$ cat src/rtl/core/quadrature_decoder_with_velocity_macros.svh
`ifndef QUADRATURE_DECODER_WITH_VELOCITY_MACROS_SVH
`define QUADRATURE_DECODER_WITH_VELOCITY_MACROS_SVH

// Same-cycle implication, checked on every clock edge outside reset.
`define QDV_ASSERT_NOW(lbl, ante, cons, msg) \
  lbl: assert property (@(posedge clk_i) disable iff (!rst_ni) (ante) |-> (cons)) \
    else $error(msg);

// Next-cycle implication, checked on every clock edge outside reset.
`define QDV_ASSERT_NEXT(lbl, ante, cons, msg) \
  lbl: assert property (@(posedge clk_i) disable iff (!rst_ni) (ante) |=> (cons)) \
    else $error(msg);

`endif

$ cat src/rtl/core/qdv_pkg.sv
package qdv_pkg;

  localparam int POS_W     = 32;
  localparam int FRAC_W    = 8;
  localparam int CPR_W     = 34;
  localparam int WIN_W     = 16;
  localparam int OUT_W     = 32;
  localparam int CFG_IDX_W = 1;

  localparam longint unsigned SPEED_K = 64'd60000 << FRAC_W;
  localparam int K_W    = $clog2(SPEED_K + 1);
  localparam int PROD_W = POS_W + K_W;
  localparam int DIV_W  = CPR_W + WIN_W;
  localparam int CNT_W  = $clog2(PROD_W);

  localparam logic [CFG_IDX_W-1:0] REG_CPR = CFG_IDX_W'(0);
  localparam logic [CFG_IDX_W-1:0] REG_WIN = CFG_IDX_W'(1);

  localparam logic [CPR_W-1:0] CPR_RESET = CPR_W'(4096);
  localparam logic [WIN_W-1:0] WIN_RESET = WIN_W'(100);

  localparam logic [OUT_W-1:0] SAT_POS = {1'b0, {(OUT_W-1){1'b1}}};
  localparam logic [OUT_W-1:0] SAT_NEG = {1'b1, {(OUT_W-1){1'b0}}};

endpackage

$ cat src/rtl/core/quadrature_decoder_with_velocity.sv
// X4 quadrature decoder with windowed speed measurement. Each input transfer
// carries one sample of the A and B levels plus a millisecond tick and a clear
// flag, and yields exactly one output transfer with the position, the latest
// speed in rpm (signed, 8 fraction bits) and two flags. A sample that does not
// close a speed window is answered in the next cycle. A sample whose tick
// closes a window holds off the next input until its speed is presented: it is
// accepted, the two multipliers form the scaled dividend and the divisor, the
// restoring divider resolves one quotient bit per cycle, and the final state
// saturates and presents the speed once the output is free. The configuration
// registers must only be written while the block is idle.
`include "quadrature_decoder_with_velocity_macros.svh"

module quadrature_decoder_with_velocity (
  input  logic                             clk_i,
  input  logic                             rst_ni,
  input  logic                             cfg_we_i,
  input  logic [qdv_pkg::CFG_IDX_W-1:0]    cfg_index_i,
  input  logic [qdv_pkg::CPR_W-1:0]        cfg_wdata_i,
  input  logic                             in_valid_i,
  output logic                             in_ready_o,
  input  logic                             pin_a_i,
  input  logic                             pin_b_i,
  input  logic                             ms_tick_i,
  input  logic                             clear_i,
  output logic                             out_valid_o,
  input  logic                             out_ready_i,
  output logic signed [qdv_pkg::OUT_W-1:0] position_o,
  output logic signed [qdv_pkg::OUT_W-1:0] speed_rpm_o,
  output logic                             speed_updated_o,
  output logic                             step_error_o
);
  import qdv_pkg::*;

  typedef enum logic [3:0] {
    ST_IDLE = 4'b0001,
    ST_MUL  = 4'b0010,
    ST_DIV  = 4'b0100,
    ST_FIN  = 4'b1000
  } state_e;

  state_e state_q, state_d;

  logic [CPR_W-1:0] cpr_q;
  logic [WIN_W-1:0] win_q;

  logic             prev_a_q, prev_b_q, primed_q;
  logic [POS_W-1:0] count_q, start_q, delta_q;
  logic [WIN_W-1:0] timer_q;
  logic [OUT_W-1:0] speed_q;
  logic             err_q;

  logic [PROD_W-1:0] prod_q;
  logic [DIV_W-1:0]  div_q;
  logic [DIV_W-1:0]  rem_q;
  logic [OUT_W-1:0]  quo_q;
  logic              ovf_q;
  logic              neg_q;
  logic [CNT_W-1:0]  cnt_q;

  logic              out_valid_q;
  logic [OUT_W-1:0]  pos_out_q, spd_out_q;
  logic              upd_out_q, err_out_q;

  logic             in_fire, out_free, ca, cb, step_err, close;
  logic [POS_W-1:0] count_dec, mag;
  logic [WIN_W:0]   timer_inc;
  logic [WIN_W-1:0] win_eff;
  logic [DIV_W:0]   rem_sh;
  logic             rem_ge;
  logic             big;
  logic [OUT_W-1:0] speed_res;
  logic             fin_write;

  assign out_free   = !out_valid_q || out_ready_i;
  assign in_ready_o = (state_q == ST_IDLE) && out_free;
  assign in_fire    = in_valid_i && in_ready_o;
  assign fin_write  = (state_q == ST_FIN) && out_free;

  assign win_eff = (win_q == '0) ? WIN_W'(1) : win_q;

  always_comb begin
    ca        = pin_a_i ^ prev_a_q;
    cb        = pin_b_i ^ prev_b_q;
    step_err  = primed_q && ca && cb;
    count_dec = count_q;
    if (primed_q && !step_err) begin
      if (ca) begin
        count_dec = (pin_a_i != prev_b_q) ? count_q + POS_W'(1) : count_q - POS_W'(1);
      end else if (cb) begin
        count_dec = (prev_a_q == pin_b_i) ? count_q + POS_W'(1) : count_q - POS_W'(1);
      end
    end
    timer_inc = {1'b0, timer_q} + (WIN_W+1)'(1);
    close     = !clear_i && ms_tick_i && (timer_inc >= {1'b0, win_eff});
  end

  assign mag    = delta_q[POS_W-1] ? (~delta_q + POS_W'(1)) : delta_q;
  assign rem_sh = {rem_q, prod_q[PROD_W-1]};
  assign rem_ge = rem_sh >= {1'b0, div_q};

  always_comb begin
    big = ovf_q || quo_q[OUT_W-1];
    if (delta_q == '0) begin
      speed_res = '0;
    end else if (neg_q) begin
      speed_res = big ? SAT_NEG : (~quo_q + OUT_W'(1));
    end else begin
      speed_res = big ? SAT_POS : quo_q;
    end
  end

  always_comb begin
    state_d = state_q;
    case (state_q)
      ST_IDLE: begin
        if (in_fire && close) begin
          state_d = ST_MUL;
        end
      end
      ST_MUL: state_d = ST_DIV;
      ST_DIV: begin
        if (cnt_q == '0) begin
          state_d = ST_FIN;
        end
      end
      ST_FIN: begin
        if (out_free) begin
          state_d = ST_IDLE;
        end
      end
      default: state_d = ST_IDLE;
    endcase
  end

  always_ff @(posedge clk_i or negedge rst_ni) begin
    if (!rst_ni) begin
      state_q     <= ST_IDLE;
      cpr_q       <= CPR_RESET;
      win_q       <= WIN_RESET;
      prev_a_q    <= 1'b0;
      prev_b_q    <= 1'b0;
      primed_q    <= 1'b0;
      count_q     <= '0;
      start_q     <= '0;
      timer_q     <= '0;
      speed_q     <= '0;
      out_valid_q <= 1'b0;
    end else begin
      state_q <= state_d;
      if (cfg_we_i) begin
        case (cfg_index_i)
          REG_CPR: cpr_q <= cfg_wdata_i;
          REG_WIN: win_q <= cfg_wdata_i[WIN_W-1:0];
          default: ;
        endcase
      end
      if (in_fire) begin
        prev_a_q <= pin_a_i;
        prev_b_q <= pin_b_i;
        primed_q <= 1'b1;
        if (clear_i) begin
          count_q <= '0;
          start_q <= '0;
          timer_q <= '0;
          speed_q <= '0;
        end else begin
          count_q <= count_dec;
          if (close) begin
            start_q <= count_dec;
            timer_q <= '0;
          end else if (ms_tick_i) begin
            timer_q <= timer_inc[WIN_W-1:0];
          end
        end
      end
      if (fin_write) begin
        speed_q <= speed_res;
      end
      if ((in_fire && !close) || fin_write) begin
        out_valid_q <= 1'b1;
      end else if (out_ready_i) begin
        out_valid_q <= 1'b0;
      end
    end
  end

  always_ff @(posedge clk_i) begin
    if (in_fire) begin
      delta_q <= count_dec - start_q;
      err_q   <= step_err;
      if (!close) begin
        pos_out_q <= clear_i ? '0 : OUT_W'(signed'(count_dec));
        spd_out_q <= clear_i ? '0 : speed_q;
        upd_out_q <= 1'b0;
        err_out_q <= step_err;
      end
    end
    if (state_q == ST_MUL) begin
      neg_q  <= delta_q[POS_W-1];
      prod_q <= PROD_W'(mag) * PROD_W'(SPEED_K);
      div_q  <= DIV_W'(cpr_q) * DIV_W'(win_eff);
      rem_q  <= '0;
      quo_q  <= '0;
      ovf_q  <= 1'b0;
      cnt_q  <= CNT_W'(PROD_W - 1);
    end
    if (state_q == ST_DIV) begin
      prod_q <= {prod_q[PROD_W-2:0], 1'b0};
      rem_q  <= rem_ge ? DIV_W'(rem_sh - {1'b0, div_q}) : rem_sh[DIV_W-1:0];
      quo_q  <= {quo_q[OUT_W-2:0], rem_ge};
      ovf_q  <= ovf_q || quo_q[OUT_W-1];
      cnt_q  <= cnt_q - CNT_W'(1);
    end
    if (fin_write) begin
      pos_out_q <= OUT_W'(signed'(count_q));
      spd_out_q <= speed_res;
      upd_out_q <= 1'b1;
      err_out_q <= err_q;
    end
  end

  assign out_valid_o     = out_valid_q;
  assign position_o      = signed'(pos_out_q);
  assign speed_rpm_o     = signed'(spd_out_q);
  assign speed_updated_o = upd_out_q;
  assign step_error_o    = err_out_q;

  `QDV_ASSERT_NOW(a_busy_not_ready, state_q != ST_IDLE, !in_ready_o, "ready while busy")
  `QDV_ASSERT_NEXT(a_close_starts_mul, in_fire && close, state_q == ST_MUL, "window close lost")
  `QDV_ASSERT_NEXT(a_div_ends, state_q == ST_DIV && cnt_q == '0, state_q == ST_FIN,
                   "divider overran")
  `QDV_ASSERT_NEXT(a_clear_zeroes, in_fire && clear_i,
                   out_valid_o && position_o == '0 && speed_rpm_o == '0 && !speed_updated_o,
                   "clear did not zero the result")

endmodule
$ cat config.mk
export PLATFORM = sky130hd
export DESIGN_NAME = quadrature_decoder_with_velocity
export DESIGN_NICKNAME = d
export VERILOG_FILES = /design/src/rtl/core/qdv_pkg.sv /design/src/rtl/core/quadrature_decoder_with_velocity.sv
export VERILOG_INCLUDE_DIRS = /design/src /design/src/rtl/core
export SDC_FILE = /design/constraint.sdc
export NUM_CORES = 2
export LEC_CHECK = 0
export BUFFER_PORTS_ARGS = -buffer_cell sky130_fd_sc_hd__buf_2
export CORE_MARGIN = 2
export CORE_UTILIZATION = 41
export DETAILED_ROUTE_END_ITERATION = 6
export SYNTH_ARGS = -nofsm -noshare
export SYNTH_HDL_FRONTEND = slang
export SYNTH_SLANG_ARGS = --single-unit
$ cat constraint.sdc
create_clock -name clk_i -period 10.51 [get_ports clk_i]
set_input_delay 2.102 -clock clk_i [delete_from_list [all_inputs] [get_ports clk_i]]
set_output_delay 2.102 -clock clk_i [all_outputs]
set_load 0.005 [all_outputs]
# After elaboration in Yosys (flattened, before gate mapping)
# Index checks and enable logic that the tools add are counted.
dict set report word_totals {
  regBits 452
  input_bits 44
  out_inout_bits 68
}
dict set report op_classes {
  n_addsub 8
  mul 2
  n_lt_le_gt_ge 2
  n_eq_ne 10
  n_mux 46
  n_bitwise 6
  reduce_logical 32
}
# cell count
set op_table {}
lappend op_table {{$mux 32} 24}
lappend op_table {{$mux 50} 3}
lappend op_table {{$mux 56} 2}
lappend op_table {{$add 32x1->32 const B} 3}
lappend op_table {{$mux 16} 4}
lappend op_table {{$not 32->32} 2}
lappend op_table {{$ge 51x50->1} 1}
lappend op_table {{$mul 34x16->50} 1}
lappend op_table {{$sub 50x50->50} 1}
lappend op_table {{$mul 32x11->43 const B} 1}
lappend op_table {{$logic_not 32->1} 1}
lappend op_table {{$sub 32x1->32 const B} 1}
lappend op_table {{$sub 32x32->32} 1}
lappend op_table {{$add 16x1->17 const B} 1}
lappend op_table {{$ge 17x16->1} 1}
lappend op_table {{$logic_not 16->1} 1}
lappend op_table {{$pmux 4 s4} 1}
lappend op_table {{$mux 4} 3}
lappend op_table {{$mux 6} 2}
lappend op_table {{$reduce_and 2->1} 6}
lappend op_table {{$logic_and 1x1->1} 10}
lappend op_table {{$reduce_bool 2->1} 4}
lappend op_table {{$mux 1} 7}
lappend op_table {{$logic_not 6->1} 1}
lappend op_table {{15 further kinds} 24}

# Depth between registers and ports, before layout
dict set report depth {
  ltp_word 10
  mapped_depth 31
  mapped_depth_nobuf 30
}

# Worst setup path after synthesis
# No wires, ideal clock.
dict set report synth_timing {
  path_type {register to register}
  start {reg state_q[3]}
  end {reg cnt_q[0] (enable)}
  setup_time_ps 435
  t_arrival_ps 7973
  setup_slack_ps 2102
  path_stages_with_launch 3
  n_path_buf 0
  path_cell_list {dfrtp_1 nor4b_1 or2_2}
}
dict set report synth_between {
  elab_chain_len 2
  elab_cells_between_ends 3
}
# element line_no
set synth_rtl {}
lappend synth_rtl {{start: declaration} quadrature_decoder_with_velocity.sv:41} ;# state_e state_q, state_d;
lappend synth_rtl {{start signal: assignment} quadrature_decoder_with_velocity.sv:149} ;# state_q <= state_d;
lappend synth_rtl {{$eq 4x2->1 / $eq 4x3->1 (equally long branches)} {quadrature_decoder_with_velocity.sv:198, quadrature_decoder_with_velocity.sv:207}}
lappend synth_rtl {{$reduce_bool 2->1 (no line) (*)} n/a}
lappend synth_rtl {{end signal: assignment} quadrature_decoder_with_velocity.sv:205} ;# cnt_q <= CNT_W'(PROD_W - 1);
lappend synth_rtl {{end signal: assignment} quadrature_decoder_with_velocity.sv:212} ;# cnt_q <= cnt_q - CNT_W'(1);
lappend synth_rtl {{end: declaration} quadrature_decoder_with_velocity.sv:58} ;# logic [CNT_W-1:0] cnt_q;
# Mark *: on every way between the ends. The rest lies on a longest branch, timed or not.
# A chain may end at the register's enable or synchronous reset.

# Worst setup path in the final report
dict set report layout_timing {
  start {reg delta_q[3]}
  end {reg prod_q[52], data pin}
}
dict set report layout_between {
  elab_chain_len 6
}
# element line_no
set layout_rtl {}
lappend layout_rtl {{start: declaration} quadrature_decoder_with_velocity.sv:47} ;# logic [POS_W-1:0] count_q, start_q, delta_q;
lappend layout_rtl {{start signal: assignment} quadrature_decoder_with_velocity.sv:189} ;# delta_q <= count_dec - start_q;
lappend layout_rtl {{$not 32->32} quadrature_decoder_with_velocity.sv:97} ;# assign mag = delta_q[POS_W-1] ? (~delta_q + POS_W'(1)) : delta_q;
lappend layout_rtl {{$add 32x1->32} quadrature_decoder_with_velocity.sv:97}
lappend layout_rtl {{$mux 32 (*)} quadrature_decoder_with_velocity.sv:97}
lappend layout_rtl {{$mul 32x11->43 (*)} quadrature_decoder_with_velocity.sv:200} ;# prod_q <= PROD_W'(mag) * PROD_W'(SPEED_K);
lappend layout_rtl {{$mux 56 (*)} quadrature_decoder_with_velocity.sv:198} ;# if (state_q == ST_MUL) begin
lappend layout_rtl {{$mux 56 (*)} quadrature_decoder_with_velocity.sv:207} ;# if (state_q == ST_DIV) begin
lappend layout_rtl {{end signal: assignment} quadrature_decoder_with_velocity.sv:200}
lappend layout_rtl {{end signal: assignment} quadrature_decoder_with_velocity.sv:208} ;# prod_q <= {prod_q[PROD_W-2:0], 1'b0};
lappend layout_rtl {{end: declaration} quadrature_decoder_with_velocity.sv:52} ;# logic [PROD_W-1:0] prod_q;
# Mark *: on every way between the ends. The rest lies on a longest branch, timed or not. The select of a mux whose other input is x is not followed.

==> flow_metrics.py <==
metrics = {
    "sta": {
        "fin_crit_sh_pct": 75.6,
        "slew_viol_final": 0,
        "finClkSkew_ns": 0.0173,
        "finalSetupViolCount": 0,
        "hold_ws_ns": 0.484,
        "hold_viol_final": 0,
        "period_minus_slack_ns": 7.95,
        "slew_headroom_pct": 18.0,
        "max_slew.worst_pin.slew_ns": 1.23,
        "rsz0062_at_grt": "false",
        "setup_tns_ns": 0,
        "layout_setup_ws_ns": 2.56,
        "max_freq_ghz": 0.126,
    },
    "detailed_routing": {
        "vias_per_cell": 5.31,
        "routed_wirelength_um": 119000,
        "dr.pass1.iters": 6,
        "wl_per_cell_um": 17.9,
        "drc": 0,
        "antenna_left": 0,
        "drt-initial-drc-count": 2226,
        "num_vias": 35300,
    },
    "finish": {
        "area.growth.synth_to_final_pct": 7.88,
        "finish.net_count": 6032,
        "n_fill_cell": 11400,
        "register_area_um2": 12700,
        "post-route-util_pct": 44.4,
        "final_common_cell": "inv_1",
        "drive_gt1_share_pct": 7.42,
        "multi_input_area_um2": 31900,
        "final_cell_mix": "inv_1, nand2_1, fa_1, ha_1, edfxtp_1",
    },
    "clocking": {
        "clk_pin_slew_ns": 0.06,
        "postCtsSetupBuffers": 0,
        "cts_root_buf": "clkbuf_16",
        "cts_tree": "yes",
        "cts_max_path_buffers": 3,
        "numCtsBuffers": 56,
        "cts_resized": 0,
        "postCtsHoldBufs": 0,
        "insertion_delay_ns": 0.65,
        "cts_sinks": 452,
        "htree_levels": 2,
    },
    "grt": {
        "grt_pass1_vias": 35900,
        "antenna_found_initial": 1,
        "grt_usage_pct": 19.8,
        "grt_overflow": 0,
        "grt_pass1_wl_um": 194000,
        "grt_max_degree": 116,
    },
    "worst_hold_path": {
        "min_from": "start_q[18]",
        "worstHoldPathCells": 2,
        "hold_path.class": "reg -> reg",
        "hold_path_end": "start_q[18]",
    },
    "critical_path": {
        "critPathRequiredTime_ns": 10.84,
        "start_kind": "register",
        "end_kind": "register",
        "r2r-start": "delta_q[3]",
        "r2r-end": "prod_q[52]",
        "critical_path_peak_fanout": 6,
        "reg2reg_depth": 24,
        "cp_data_arrival_time_ns": 8.28,
        "worstSetupPathType": "reg -> reg",
        "reg2reg_slack_ns": 2.56,
    },
    "synth": {
        "ys.flop_type": "edfxtp_1",
        "synth-warning-count": 0,
        "ys_types": 91,
        "synth_edf_count": 281,
        "synth_seq_cells": 452,
        "ys_async_sr_fraction_pct": 37.6,
        "synth_area_um2": 48400,
        "avgSynthCellArea_um2": 9.51,
        "syn_nets": 6061,
        "ys_seq_area_share_pct": 26.3,
        "netlist_instances": 5093,
    },
    "die": {
        "start_util_pct": 41.2,
        "die_w_um": 348,
        "die-height_um": 348,
        "num_rows": 126,
        "core_area_um2": 118000,
        "die_area_um2": 121000,
        "ios": 112,
    },
    "placed_design": {
        "io_buffers": 111,
        "hpwl_um": 86200,
        "pre_cts_slack_ns": 2.53,
        "globalplace.congestion": 0.855,
    },
    "status": {
        "status": "finished clean",
    },
    "run": {
        "drv_cap": 0,
    },
}
-- cells by family after synthesis --
| logic type | synth area share, % |
|---|---|
| fa+ha+maj | 33.0 |
| simple gates | 15.4 |
| mux | 1.96 |
| xor+xnor | 4.37 |
| buf+inv | 8.02 |
| flops | 26.3 |
| compound gates | 11.0 |
-- synth_stat cells, types with 16 or more instances --
cell	number	area [µm²]
a211oi_1	25	188
a21o_1	84	631
a21oi_1	219	1100
a22o_1	49	429
a31oi_1	24	150
a32o_1	17	170
and2_1	272	1700
and3_1	34	213
buf_2	16	80.1
clkbuf_1	197	739
dfrtp_1	165	4130
edfxtp_1	281	8440
fa_1	589	11800
ha_1	335	4190
inv_1	797	2990
mux2_2	80	901
nand2_1	680	2550
nand2b_1	37	231
nand3_1	68	340
nand4_1	35	219
nor2_1	199	747
nor2b_1	22	138
nor3_1	54	270
nor4_1	31	194
o21a_1	19	143
o21ai_0	200	1000
o21bai_1	22	165
o31ai_1	41	308
or2_2	19	119
or3_1	38	238
xnor2_1	147	1290
xor2_1	91	797
-- sequential cells by signal (all words and copies together), names as in the netlist, 4 cells and up --
name / cells
cnt_q: 6
count_q: 32
cpr_q: 34
delta_q: 32
div_q: 50
position_o: 32
prod_q: 43
quo_q: 32
rem_q: 50
speed_q: 32
speed_rpm_o: 32
start_q: 32
state_q: 4
timer_q: 16
win_q: 16
-- worst max-delay path, cell delays in order, from the launching register on --
cell      delay (ns)
edfxtp_1        0.44
nor4_1          0.60
nand2_1         0.19
or3_1           0.43
nand2b_1        0.19
and2_1          0.20
xor2_1          0.60
fa_1            0.52
inv_1           0.08
fa_1            0.43
fa_1            0.57
fa_1            0.45
fa_1            0.51
inv_1           0.04
ha_1            0.38
nand2_1         0.10
nor2_1          0.16
nand2_1         0.10
o32a_1          0.38
a31oi_1         0.34
a41o_1          0.30
a21boi_0        0.15
o21ai_0         0.23
xnor2_1         0.15
a21oi_1         0.09
-- cell type report --
type                       count  area share, %
sequential                   452           24.4
antenna                        1        0.00479
clock inverter                33          0.774
timing repair buffer         139           1.50
multi-input combinational   3617           61.0
tap                         1536           3.68
inverter                     798           5.73
clock buffer                  72           2.91
-- metrics by stage --
stage / area, µm² / std cells
2_1_floorplan: 48400 / 5093
3_3_place_gp: 50300 / 6542
3_5_place_dp: 50300 / 6542
4_1_cts: 52200 / 6647
5_1_grt: 52200 / 6647
6_report: 52200 / 6648
-- routing by layer --
metal | global-route usage [%] | up-vias | part of all wire, %
li1 | - | 16700 | -
met1 | 29.2 | 17600 | 48
met5 | 0 | - | 0.011
met2 | 30.9 | 908 | 44
met3 | 3.12 | 138 | 6.0
met4 | 4.31 | 2 | 1.7
-- how the worst max path moves through the flow --
stage / slack (ns) / endpoint / start / cells past startpoint
6_report: 2.56 / prod_q[52] / delta_q[3] / 24
5_1_grt: 1.90 / prod_q[55] / delta_q[3] / 23
4_1_cts: 2.55 / prod_q[51] / delta_q[3] / 22
3_5_place_dp: 2.53 / prod_q[51] / delta_q[3] / 22
3_3_place_gp: 2.72 / prod_q[51] / delta_q[3] / 22
2_1_floorplan: 2.10 / cnt_q[0] / state_q[3] / 2
Power is left out: the tool's default activity adds up to more than one toggle a clock period on the data nets, which glitch-free logic cannot reach.
